`config.mk`:
```
export PLATFORM = sky130hd
export DESIGN_NAME = three_way_status_partition
export DESIGN_NICKNAME = d
export VERILOG_FILES = /design/src/sv/twsp_pkg.sv /design/src/sv/twsp_datapath.sv /design/src/sv/twsp_ctrl.sv /design/src/sv/three_way_status_partition.sv
export SDC_FILE = /design/constraint.sdc
export NUM_CORES = 2
export LEC_CHECK = 0
export BUFFER_PORTS_ARGS = -buffer_cell sky130_fd_sc_hd__buf_2
export CAP_MARGIN = 20
export CORE_UTILIZATION = 31
export DETAILED_ROUTE_END_ITERATION = 7
export PLACE_DENSITY = 0.55
export REMOVE_ABC_BUFFERS = 1
export SLEW_MARGIN = 10
export SYNTH_ARGS = -nofsm -noshare
export SYNTH_HDL_FRONTEND = slang
export SYNTH_HIERARCHICAL = 1
export SYNTH_SLANG_ARGS = --single-unit
```
`constraint.sdc`:
```
create_clock -name clk_i -period 7.9 [get_ports clk_i]
set_input_delay 0.79 -clock clk_i [delete_from_list [all_inputs] [get_ports clk_i]]
set_output_delay 0.79 -clock clk_i [all_outputs]
set_load 0.005 [all_outputs]
```
`src/sv/twsp_pkg.sv`:
```
// twsp_pkg: item types, code constants and controller/datapath interface
// structs for the three-way status partition block.
// No dependencies.
package twsp_pkg;

  // command codes
  localparam logic [1:0] CMD_ADD  = 2'd0;
  localparam logic [1:0] CMD_SET  = 2'd1;
  localparam logic [1:0] CMD_READ = 2'd2;
  localparam logic [1:0] CMD_SORT = 2'd3;

  // health classes
  localparam logic [1:0] H_SUSCEPTIBLE = 2'd0;
  localparam logic [1:0] H_INFECTED    = 2'd1;
  localparam logic [1:0] H_INFECTIOUS  = 2'd2;
  localparam logic [1:0] H_IMMUNE      = 2'd3;

  // result status codes
  localparam logic [1:0] ST_OK     = 2'd0;
  localparam logic [1:0] ST_FULL   = 2'd1;
  localparam logic [1:0] ST_NOSLOT = 2'd2;

  typedef struct packed {
    logic [1:0]  command;
    logic [5:0]  slot;
    logic [15:0] member_id;
    logic [1:0]  health;
  } twsp_in_t;

  typedef struct packed {
    logic [1:0]  status;
    logic [15:0] read_id;
    logic [1:0]  read_health;
    logic        any_infectious;
    logic [6:0]  case_count;
    logic [6:0]  active_count;
  } twsp_out_t;

  // read address source during the sort walk
  typedef enum logic [1:0] {
    RD_I  = 2'd0,
    RD_N  = 2'd1,
    RD_PL = 2'd2
  } twsp_rd_src_e;

  typedef struct packed {
    logic         accept;      // input item taken this cycle
    logic         rd_en;       // sort-walk table read
    twsp_rd_src_e rd_src;
    logic         exam;        // classify entry at walk index
    logic         pl_step;     // immune entry at place: shrink boundary, step place down
    logic         wr_i_rdata;  // write read entry into walk slot
    logic         wr_pl_cur;   // write held entry into place slot
    logic         wr_n_cur;    // write held entry into case front, advance both
    logic         load_out;    // capture result
  } twsp_cmd_t;

  typedef struct packed {
    logic scan_done;   // walk index reached boundary
    logic rd_immune;   // read entry is immune
    logic rd_case;     // read entry is infected or infectious
    logic need_swap;   // walk index ahead of case front
    logic pl_gt_i;     // place still above walk index
  } twsp_stat_t;

endpackage

```
`src/sv/twsp_datapath.sv`:
```
// twsp_datapath: member table memories, counters, walk registers and
// result register. Driven by twsp_ctrl through twsp_cmd_t; uses twsp_pkg.
module twsp_datapath import twsp_pkg::*; #(
  parameter int unsigned MAX_MEMBERS = 64
) (
  input  logic       clk_i,
  input  logic       rst_ni,
  input  twsp_in_t   in_i,
  input  twsp_cmd_t  ctl_i,
  output twsp_stat_t stat_o,
  output twsp_out_t  out_o
);

  localparam int unsigned IW = (MAX_MEMBERS > 1) ? $clog2(MAX_MEMBERS) : 1;
  localparam int unsigned CW = $clog2(MAX_MEMBERS + 1);
  localparam int unsigned SW = (CW > 6) ? CW : 6;
  localparam int unsigned XW = CW + 7;

  logic [15:0] id_mem [MAX_MEMBERS];
  logic [1:0]  hl_mem [MAX_MEMBERS];
  logic [15:0] rd_id_q;
  logic [1:0]  rd_h_q;

  logic [CW-1:0] mc_q, mc_d, ab_q, ab_d, i_q, i_d, n_q, n_d, pl_q, pl_d;
  logic          inf_q, inf_d;
  logic [1:0]    cmd_q, cmd_d, status_q, status_d;
  logic [15:0]   cur_id_q;
  logic [1:0]    cur_h_q;
  twsp_out_t     out_q, out_d;

  logic          full, slot_ok;
  logic [IW+5:0] slot_x;
  logic [IW-1:0] slot_idx;
  logic          id_we, hl_we, rd_en;
  logic [IW-1:0] wa, ra;
  logic [15:0]   wid;
  logic [1:0]    wh;
  logic [XW-1:0] ab_x, n_x;

  assign full     = mc_q >= CW'(MAX_MEMBERS);
  assign slot_ok  = SW'(in_i.slot) < SW'(mc_q);
  assign slot_x   = (IW + 6)'(in_i.slot);
  assign slot_idx = slot_x[IW-1:0];

  // single write port shared by add, set and the sort swaps
  always_comb begin
    id_we = 1'b0;
    hl_we = 1'b0;
    wa    = '0;
    wid   = in_i.member_id;
    wh    = in_i.health;
    if (ctl_i.accept && in_i.command == CMD_ADD && !full) begin
      id_we = 1'b1;
      hl_we = 1'b1;
      wa    = mc_q[IW-1:0];
    end else if (ctl_i.accept && in_i.command == CMD_SET && slot_ok) begin
      hl_we = 1'b1;
      wa    = slot_idx;
    end else if (ctl_i.wr_i_rdata) begin
      id_we = 1'b1;
      hl_we = 1'b1;
      wa    = i_q[IW-1:0];
      wid   = rd_id_q;
      wh    = rd_h_q;
    end else if (ctl_i.wr_pl_cur) begin
      id_we = 1'b1;
      hl_we = 1'b1;
      wa    = pl_q[IW-1:0];
      wid   = cur_id_q;
      wh    = cur_h_q;
    end else if (ctl_i.wr_n_cur) begin
      id_we = 1'b1;
      hl_we = 1'b1;
      wa    = n_q[IW-1:0];
      wid   = cur_id_q;
      wh    = cur_h_q;
    end
  end

  // single read port
  always_comb begin
    rd_en = 1'b0;
    ra    = slot_idx;
    if (ctl_i.accept && in_i.command == CMD_READ) begin
      rd_en = 1'b1;
    end else if (ctl_i.rd_en) begin
      rd_en = 1'b1;
      case (ctl_i.rd_src)
        RD_I:    ra = i_q[IW-1:0];
        RD_N:    ra = n_q[IW-1:0];
        RD_PL:   ra = pl_q[IW-1:0];
        default: ra = i_q[IW-1:0];
      endcase
    end
  end

  always_ff @(posedge clk_i) begin
    if (id_we) id_mem[wa] <= wid;
    if (hl_we) hl_mem[wa] <= wh;
    if (rd_en) begin
      rd_id_q <= id_mem[ra];
      rd_h_q  <= hl_mem[ra];
    end
  end

  always_comb begin
    mc_d     = mc_q;
    ab_d     = ab_q;
    i_d      = i_q;
    n_d      = n_q;
    pl_d     = pl_q;
    inf_d    = inf_q;
    cmd_d    = cmd_q;
    status_d = status_q;
    if (ctl_i.accept) begin
      cmd_d    = in_i.command;
      status_d = ST_OK;
      case (in_i.command)
        CMD_ADD: begin
          if (full) begin
            status_d = ST_FULL;
          end else begin
            mc_d = mc_q + CW'(1);
            ab_d = ab_q + CW'(1);
          end
        end
        CMD_SET, CMD_READ: begin
          if (!slot_ok) status_d = ST_NOSLOT;
        end
        CMD_SORT: begin
          ab_d  = (ab_q > mc_q) ? mc_q : ab_q;
          i_d   = '0;
          n_d   = '0;
          inf_d = 1'b0;
        end
        default: ;
      endcase
    end
    if (ctl_i.exam) begin
      if (rd_h_q == H_IMMUNE) begin
        ab_d = ab_q - CW'(1);
        pl_d = ab_q - CW'(1);
      end else if (rd_h_q != H_SUSCEPTIBLE) begin
        if (rd_h_q == H_INFECTIOUS) inf_d = 1'b1;
        if (!(i_q > n_q)) begin
          n_d = n_q + CW'(1);
          i_d = i_q + CW'(1);
        end
      end else begin
        i_d = i_q + CW'(1);
      end
    end
    if (ctl_i.pl_step) begin
      ab_d = ab_q - CW'(1);
      pl_d = pl_q - CW'(1);
    end
    if (ctl_i.wr_n_cur) begin
      n_d = n_q + CW'(1);
      i_d = i_q + CW'(1);
    end
  end

  always_ff @(posedge clk_i or negedge rst_ni) begin
    if (!rst_ni) begin
      mc_q     <= '0;
      ab_q     <= '0;
      i_q      <= '0;
      n_q      <= '0;
      pl_q     <= '0;
      inf_q    <= 1'b0;
      cmd_q    <= CMD_ADD;
      status_q <= ST_OK;
    end else begin
      mc_q     <= mc_d;
      ab_q     <= ab_d;
      i_q      <= i_d;
      n_q      <= n_d;
      pl_q     <= pl_d;
      inf_q    <= inf_d;
      cmd_q    <= cmd_d;
      status_q <= status_d;
    end
  end

  // entry held while its partner is fetched for a swap
  always_ff @(posedge clk_i) begin
    if (ctl_i.exam) begin
      cur_id_q <= rd_id_q;
      cur_h_q  <= rd_h_q;
    end
    if (ctl_i.load_out) out_q <= out_d;
  end

  assign ab_x = XW'(ab_q);
  assign n_x  = XW'(n_q);

  always_comb begin
    out_d                = '0;
    out_d.status         = status_q;
    out_d.active_count   = ab_x[6:0];
    if (cmd_q == CMD_READ && status_q == ST_OK) begin
      out_d.read_id     = rd_id_q;
      out_d.read_health = rd_h_q;
    end
    if (cmd_q == CMD_SORT) begin
      out_d.any_infectious = inf_q;
      out_d.case_count     = n_x[6:0];
    end
  end

  assign out_o            = out_q;
  assign stat_o.scan_done = i_q >= ab_q;
  assign stat_o.rd_immune = rd_h_q == H_IMMUNE;
  assign stat_o.rd_case   = rd_h_q != H_SUSCEPTIBLE && rd_h_q != H_IMMUNE;
  assign stat_o.need_swap = i_q > n_q;
  assign stat_o.pl_gt_i   = pl_q > i_q;

endmodule

```
`src/sv/twsp_ctrl.sv`:
```
// twsp_ctrl: command sequencer for the partition block. Handles the
// input/output handshakes and steps the sort walk; uses twsp_pkg.
module twsp_ctrl import twsp_pkg::*; (
  input  logic       clk_i,
  input  logic       rst_ni,
  input  logic       in_valid_i,
  input  logic [1:0] in_command_i,
  output logic       in_stall_o,
  output logic       out_valid_o,
  input  logic       out_stall_i,
  input  twsp_stat_t stat_i,
  output twsp_cmd_t  ctl_o
);

  typedef enum logic [8:0] {
    S_IDLE    = 9'b000000001,
    S_RESP    = 9'b000000010,
    S_SCAN    = 9'b000000100,
    S_EXAM    = 9'b000001000,
    S_CSWAP_A = 9'b000010000,
    S_CSWAP_B = 9'b000100000,
    S_PCHK    = 9'b001000000,
    S_PEXAM   = 9'b010000000,
    S_PSWAP_B = 9'b100000000
  } state_e;

  state_e state_q, state_d;
  logic   out_valid_q, out_valid_d;
  logic   out_free;

  assign out_free   = !out_valid_q || !out_stall_i;
  assign in_stall_o = state_q != S_IDLE;

  always_comb begin
    state_d = state_q;
    ctl_o   = '0;
    case (state_q)
      S_IDLE: begin
        if (in_valid_i) begin
          ctl_o.accept = 1'b1;
          state_d = (in_command_i == CMD_SORT) ? S_SCAN : S_RESP;
        end
      end
      S_RESP: begin
        if (out_free) begin
          ctl_o.load_out = 1'b1;
          state_d = S_IDLE;
        end
      end
      S_SCAN: begin
        if (stat_i.scan_done) begin
          state_d = S_RESP;
        end else begin
          ctl_o.rd_en  = 1'b1;
          ctl_o.rd_src = RD_I;
          state_d = S_EXAM;
        end
      end
      S_EXAM: begin
        ctl_o.exam = 1'b1;
        if (stat_i.rd_immune) begin
          state_d = S_PCHK;
        end else if (stat_i.rd_case && stat_i.need_swap) begin
          ctl_o.rd_en  = 1'b1;
          ctl_o.rd_src = RD_N;
          state_d = S_CSWAP_A;
        end else begin
          state_d = S_SCAN;
        end
      end
      S_CSWAP_A: begin
        ctl_o.wr_i_rdata = 1'b1;
        state_d = S_CSWAP_B;
      end
      S_CSWAP_B: begin
        ctl_o.wr_n_cur = 1'b1;
        state_d = S_SCAN;
      end
      S_PCHK: begin
        if (stat_i.pl_gt_i) begin
          ctl_o.rd_en  = 1'b1;
          ctl_o.rd_src = RD_PL;
          state_d = S_PEXAM;
        end else begin
          state_d = S_SCAN;
        end
      end
      S_PEXAM: begin
        if (stat_i.rd_immune) begin
          ctl_o.pl_step = 1'b1;
          state_d = S_PCHK;
        end else begin
          ctl_o.wr_i_rdata = 1'b1;
          state_d = S_PSWAP_B;
        end
      end
      S_PSWAP_B: begin
        // swapped-in entry goes back through the scan and is examined again
        ctl_o.wr_pl_cur = 1'b1;
        state_d = S_SCAN;
      end
      default: state_d = S_IDLE;
    endcase
  end

  assign out_valid_d = ctl_o.load_out ? 1'b1 : (out_valid_q && out_stall_i);
  assign out_valid_o = out_valid_q;

  always_ff @(posedge clk_i or negedge rst_ni) begin
    if (!rst_ni) begin
      state_q     <= S_IDLE;
      out_valid_q <= 1'b0;
    end else begin
      state_q     <= state_d;
      out_valid_q <= out_valid_d;
    end
  end

endmodule

```
`src/sv/three_way_status_partition.sv`:
```
// Member table of up to MAX_MEMBERS entries (16-bit id, 2-bit health) with
// an active boundary. One item in, one result out. Add, set and read go
// through accept, then respond; the result register loads in the respond
// step, with read data from the registered table port. Sort walks the
// active region on a single-read, single-write table: each entry is read,
// then examined (an entry swapped into the walk slot is examined again); a
// case that moves to the front is swapped with the case front, an immune
// entry at the walk index starts a check from the back, immune entries at
// the back are skipped and an immune entry is swapped with the last
// non-immune one; then the result loads. A stalled output delays that load.
// Input is taken only when the sequencer is idle; the result register holds
// a finished result while the next item is accepted.
module three_way_status_partition import twsp_pkg::*; #(
  parameter int unsigned MAX_MEMBERS = 64
) (
  input  logic      clk_i,
  input  logic      rst_ni,
  input  logic      in_valid_i,
  output logic      in_stall_o,
  input  twsp_in_t  in_i,
  output logic      out_valid_o,
  input  logic      out_stall_i,
  output twsp_out_t out_o
);

  twsp_cmd_t  ctl;
  twsp_stat_t stat;

  twsp_ctrl u_ctrl (
    .clk_i        (clk_i),
    .rst_ni       (rst_ni),
    .in_valid_i   (in_valid_i),
    .in_command_i (in_i.command),
    .in_stall_o   (in_stall_o),
    .out_valid_o  (out_valid_o),
    .out_stall_i  (out_stall_i),
    .stat_i       (stat),
    .ctl_o        (ctl)
  );

  twsp_datapath #(
    .MAX_MEMBERS (MAX_MEMBERS)
  ) u_datapath (
    .clk_i  (clk_i),
    .rst_ni (rst_ni),
    .in_i   (in_i),
    .ctl_i  (ctl),
    .stat_o (stat),
    .out_o  (out_o)
  );

  // result register is never overwritten while a result waits
  a_load_free: assert property (@(posedge clk_i) disable iff (!rst_ni)
    ctl.load_out |-> (!out_valid_o || !out_stall_i))
    else $error("result loaded over a pending result");

  // one table write source per cycle in the walk
  a_wr_onehot: assert property (@(posedge clk_i) disable iff (!rst_ni)
    $onehot0({ctl.wr_i_rdata, ctl.wr_pl_cur, ctl.wr_n_cur, ctl.accept}))
    else $error("conflicting table writes");

  a_status_code: assert property (@(posedge clk_i) disable iff (!rst_ni)
    out_valid_o |-> (out_o.status == ST_OK || out_o.status == ST_FULL ||
                     out_o.status == ST_NOSLOT))
    else $error("bad status code");

  // sort fields only on sort results, read fields only on good reads
  a_field_mix: assert property (@(posedge clk_i) disable iff (!rst_ni)
    (out_valid_o && (out_o.read_id != 16'd0 || out_o.read_health != 2'd0))
    |-> (out_o.status == ST_OK && out_o.case_count == 7'd0 &&
         !out_o.any_infectious))
    else $error("read and sort fields mixed");

endmodule

```
==> flow_summary.ini <==
[outcome]
run_status = completed

[run]
max_capacitance_violation_count = 0

[logic_synthesis]
synth_area_leader_cell = edfxtp_1
netlist.area_leader.share_pct = 70.73
synth_mux_area_share_pct = 3.875
synth_warnings = 6
synth_adder_area_share_pct = 1.181
synth-seq-area-share_pct = 73.15
synth.most_common_cell = edfxtp_1
post_synth_and_or_nand_nor_area_fraction_pct = 13.68
post_synth_instance_area_um2 = 51920
synth-compound-area-share_pct = 5.617
yosys.area_share.xor_xnor_pct = 0.3205
synth_top_family_by_area = simple AND/OR/NAND/NOR gates
dominantRegCellSynth = edfxtp_1
post_synth_top_cells = 1223 x edfxtp_1, 863 x nand2_1, 371 x nand3_1
yosys_register_bits = 1273
synth_cells = 3745
async_flop_share_pct = 3.928
number_of_flops_mapped_to_enable_cells_by_yosys = 1223
synth_area_per_cell_um2 = 13.86
synth.top_cells.by_area = edfxtp_1 71%, nand2_1 6.2%, nand3_1 3.6%, mux4_2 3.5%, dfrtp_1 2.4%
synth_cell_type_count = 69

[worst_setup_path]
r2r.worst_path.cells = 21
r2r_end = u_datapath/rd_id_q[2]$_DFFE_PP_
crit_chain = inv_1, ha_1, nand2b_1, a21o_1, a21o_1, a21o_1, a21oi_1, nor2b_1, o21ai_0, nand2b_1, nor2_1, or3_1, a21bo_1, a211o_1, nand2_4, buf_4, nand2_1, a31oi_1, nand4_1, a221oi_1, a21o_1
crit_path_max_fanout = 78
cp_data_arrival_time_ps = 7420
timing.rr.start = u_datapath/i_q[0]$_DFF_PN0_
worstSetupEndpointType = flip-flop
cp_max_stage_cell = a221oi_1
reg2reg_setup_slack_ps = 1100
cpMostUsedCell = a21o_1
timing_startpoint_of_the_critical_path = u_datapath/i_q[0]$_DFF_PN0_
cp-start-kind = flip-flop
start_to_end_type_of_the_worst_setup_path = flip-flop to flip-flop
crit_path_max_incr_delay_ps = 1210
required_ps = 8520

[global_route]
grt_antenna_before_repair = 1
combined_global_route_utilization_of_all_metal_layers_pct = 18.03
largest_net_degree_at_the_start_of_global_routing = 84
globalRoute.totalOverflow = 0
first_global_vias = 31530
grt_first_pass_wirelength_um = 223300

[place]
half_perimeter_wire_length_after_placement_um = 92160
io_buffer_count = 66
routabilityCongestion = 0.8774

[finish]
flow.area_growth_from_synthesis_pct = 15.80
seqCellArea_um2 = 37980
fillCellCount = 15790
multi_input_logic_area_um2 = 13180
antennaDiodeCount = 0
final_layout_size_suffix_gt1_share_pct = 13.82
finalNetCount = 3969

[hold_path]
hold_path.class = input pin to async pin

[floorplanning]
core_area_um2 = 165500
die_h_um = 411.3
floorplan.rows = 149
count_of_boundary_i_o_pins = 67
initial_utilization_pct = 31.36
dieWidth_um = 411.3
design.die.area_um2 = 169100

[clock_tree]
clk_transition_reported_paths_ps = 60
clkSinkCount = 1273
cts_htree_levels = 4
cts_hold_repair.buffers = 0
clk-insertion-delay-late_ps = 770
cts_tree = built
post_cts_setup_bufs = 0
ctsResizeCount = 0
cts_root_buffer = clkbuf_16
clock_tree.buffer_depth = 3
cts_inserted_buffers = 139

[sta]
final-setup-viol-count = 0
timing_worst_slew_pin_value_ps = 1348
unrepaired_setup_endpoints_after_global_routing = false
timing.final.hold_violations = 0
final_period_minus_worst_setup_slack_ps = 6803
timing.setup.tns_ps = 0
maxSlewHeadroom_pct = 10.14
max_freq_mhz = 147.0
final_max_slew_viol_count = 0
worst_clock_skew_on_the_final_layout_ps = 24.19
finalCritPeriodShare_pct = 86.11

[drt]
route.antenna.remaining_nets = 0
detail_route.drc_violations = 0
routed-via-count = 32940
routed_wl_um = 154000
drtIter0Drc = 3802
avgRoutedWirePerCell_um = 24.87
viasPerCell = 5.320
detail_route.first_pass.iterations = 6

[power_and_ir_drop]
power_density_over_the_cells_nw_per_um2 = 271.4
seqPwrFrac_pct = 47.8
vdd_drop_max_mv = 0.2473
power.static_leakage_nw = 19.99
p_sw_share_pct = 26.72
combinationalPowerShare_pct = 13.6
p_switching_mw = 4.360
clock_power_share_pct = 38.6
report.power.total_mw = 16.32
internal_power_mw = 11.96
metrics by stage:
step / hold slack [ps] / util (%) / area, um2 / setup slack (ps) / cells
6_report: 158.9 / 36.32 / 60130 / 1097 / 6191
5_1_grt: 201.9 / 36.32 / 60130 / 839.4 / 6191
4_1_cts: 137.8 / 36.29 / 60070 / 1004 / 6188
3_5_place_dp: 474.7 / 33.63 / 55670 / 1067 / 5935
3_3_place_gp: 461.4 / 33.59 / 55610 / 830.5 / 5931
2_1_floorplan: 441.5 / - / 50980 / -5642 / 3524
sequential cells by signal, summed over array words and instances, names as in the netlist, 9 cells and up:
name and count:
u_datapath/id_mem 1024, u_datapath/hl_mem 128, u_datapath/out_o 35, u_datapath/cur_id_q 16
u_datapath/rd_id_q 16, u_ctrl/state_q 9
placed cells by master, fill, tap and decap left out, types with 54 or more instances in the layout:
cell type | netlist | final
edfxtp_1 | 1223 | 1223
nand2_1 | 863 | 859
nand3_1 | 371 | 371
nor2_1 | 174 | 168
buf_4 | 1 | 150
clkbuf_16 | 0 | 143
nand4_1 | 88 | 88
mux4_2 | 80 | 80
a31oi_1 | 76 | 76
a32oi_1 | 71 | 71
buf_2 | 39 | 66
a22oi_1 | 54 | 54
how the worst max path moves through the flow:
| stage | depth (start not counted) | endpoint | slack [ps] |
|---|---|---|---|
| after detailed placement | 21 | u_datapath/rd_id_q[15]$_DFFE_PP_ | 1070 |
| after global routing | 21 | u_datapath/rd_id_q[2]$_DFFE_PP_ | 840 |
| after global placement | 22 | u_datapath/rd_id_q[5]$_DFFE_PP_ | 830 |
| final | 21 | u_datapath/rd_id_q[2]$_DFFE_PP_ | 1100 |
| after CTS | 21 | u_datapath/rd_id_q[2]$_DFFE_PP_ | 1000 |
| after floorplan | 17 | u_datapath/rd_id_q[13]$_DFFE_PP_ | -5640 |
power groups by stage:
stage | clock [mW] | sequential (mW) | combinational [mW]
2_1_floorplan | 0 | 7.87 | 1.43
3_3_place_gp | 0 | 7.94 | 2.20
3_5_place_dp | 0 | 7.94 | 2.20
4_1_cts | 6.41 | 7.80 | 2.21
5_1_grt | 6.68 | 7.81 | 2.40
6_report | 6.30 | 7.80 | 2.22
layout make-up:
class	instances	area share, %
clock buffer	175	6.168
clock inverter	78	1.159
inverter	51	0.3184
multi-input combinational	2200	21.92
sequential	1273	63.16
tap	2189	4.555
timing repair buffer	225	2.714
per-layer routing:
metal / GRT usage (%) / vias up / wire length, um
met5: 0 / - / 10
met1: 25.32 / 16820 / 66580
met3: 3.983 / 210 / 13620
met4: 5.160 / 2 / 3522
met2: 27.92 / 1477 / 70270
li1: - / 14430 / -
worst max-delay path, delay by kind of cell, from the launching register on:
kind / cells / cell delay (ps)
simple gates: 8 / 1650
compound gates: 10 / 3220
flops: 1 / 430
buf+inv: 2 / 970
fa+ha+maj: 1 / 260
cells by family (layout without fill, tap and decap cells):
family / count (synthesis) / in the layout
XOR/XNOR: 19 / 19
AND/OR/NAND/NOR: 1621 / 1621
adder cells (fa/ha/maj): 49 / 49
multiplexers: 100 / 100
flip-flops: 1273 / 1273
AO/OA/AOI/OAI: 411 / 411
buffers and inverters: 272 / 529
(Power assumes the default switching activity.)
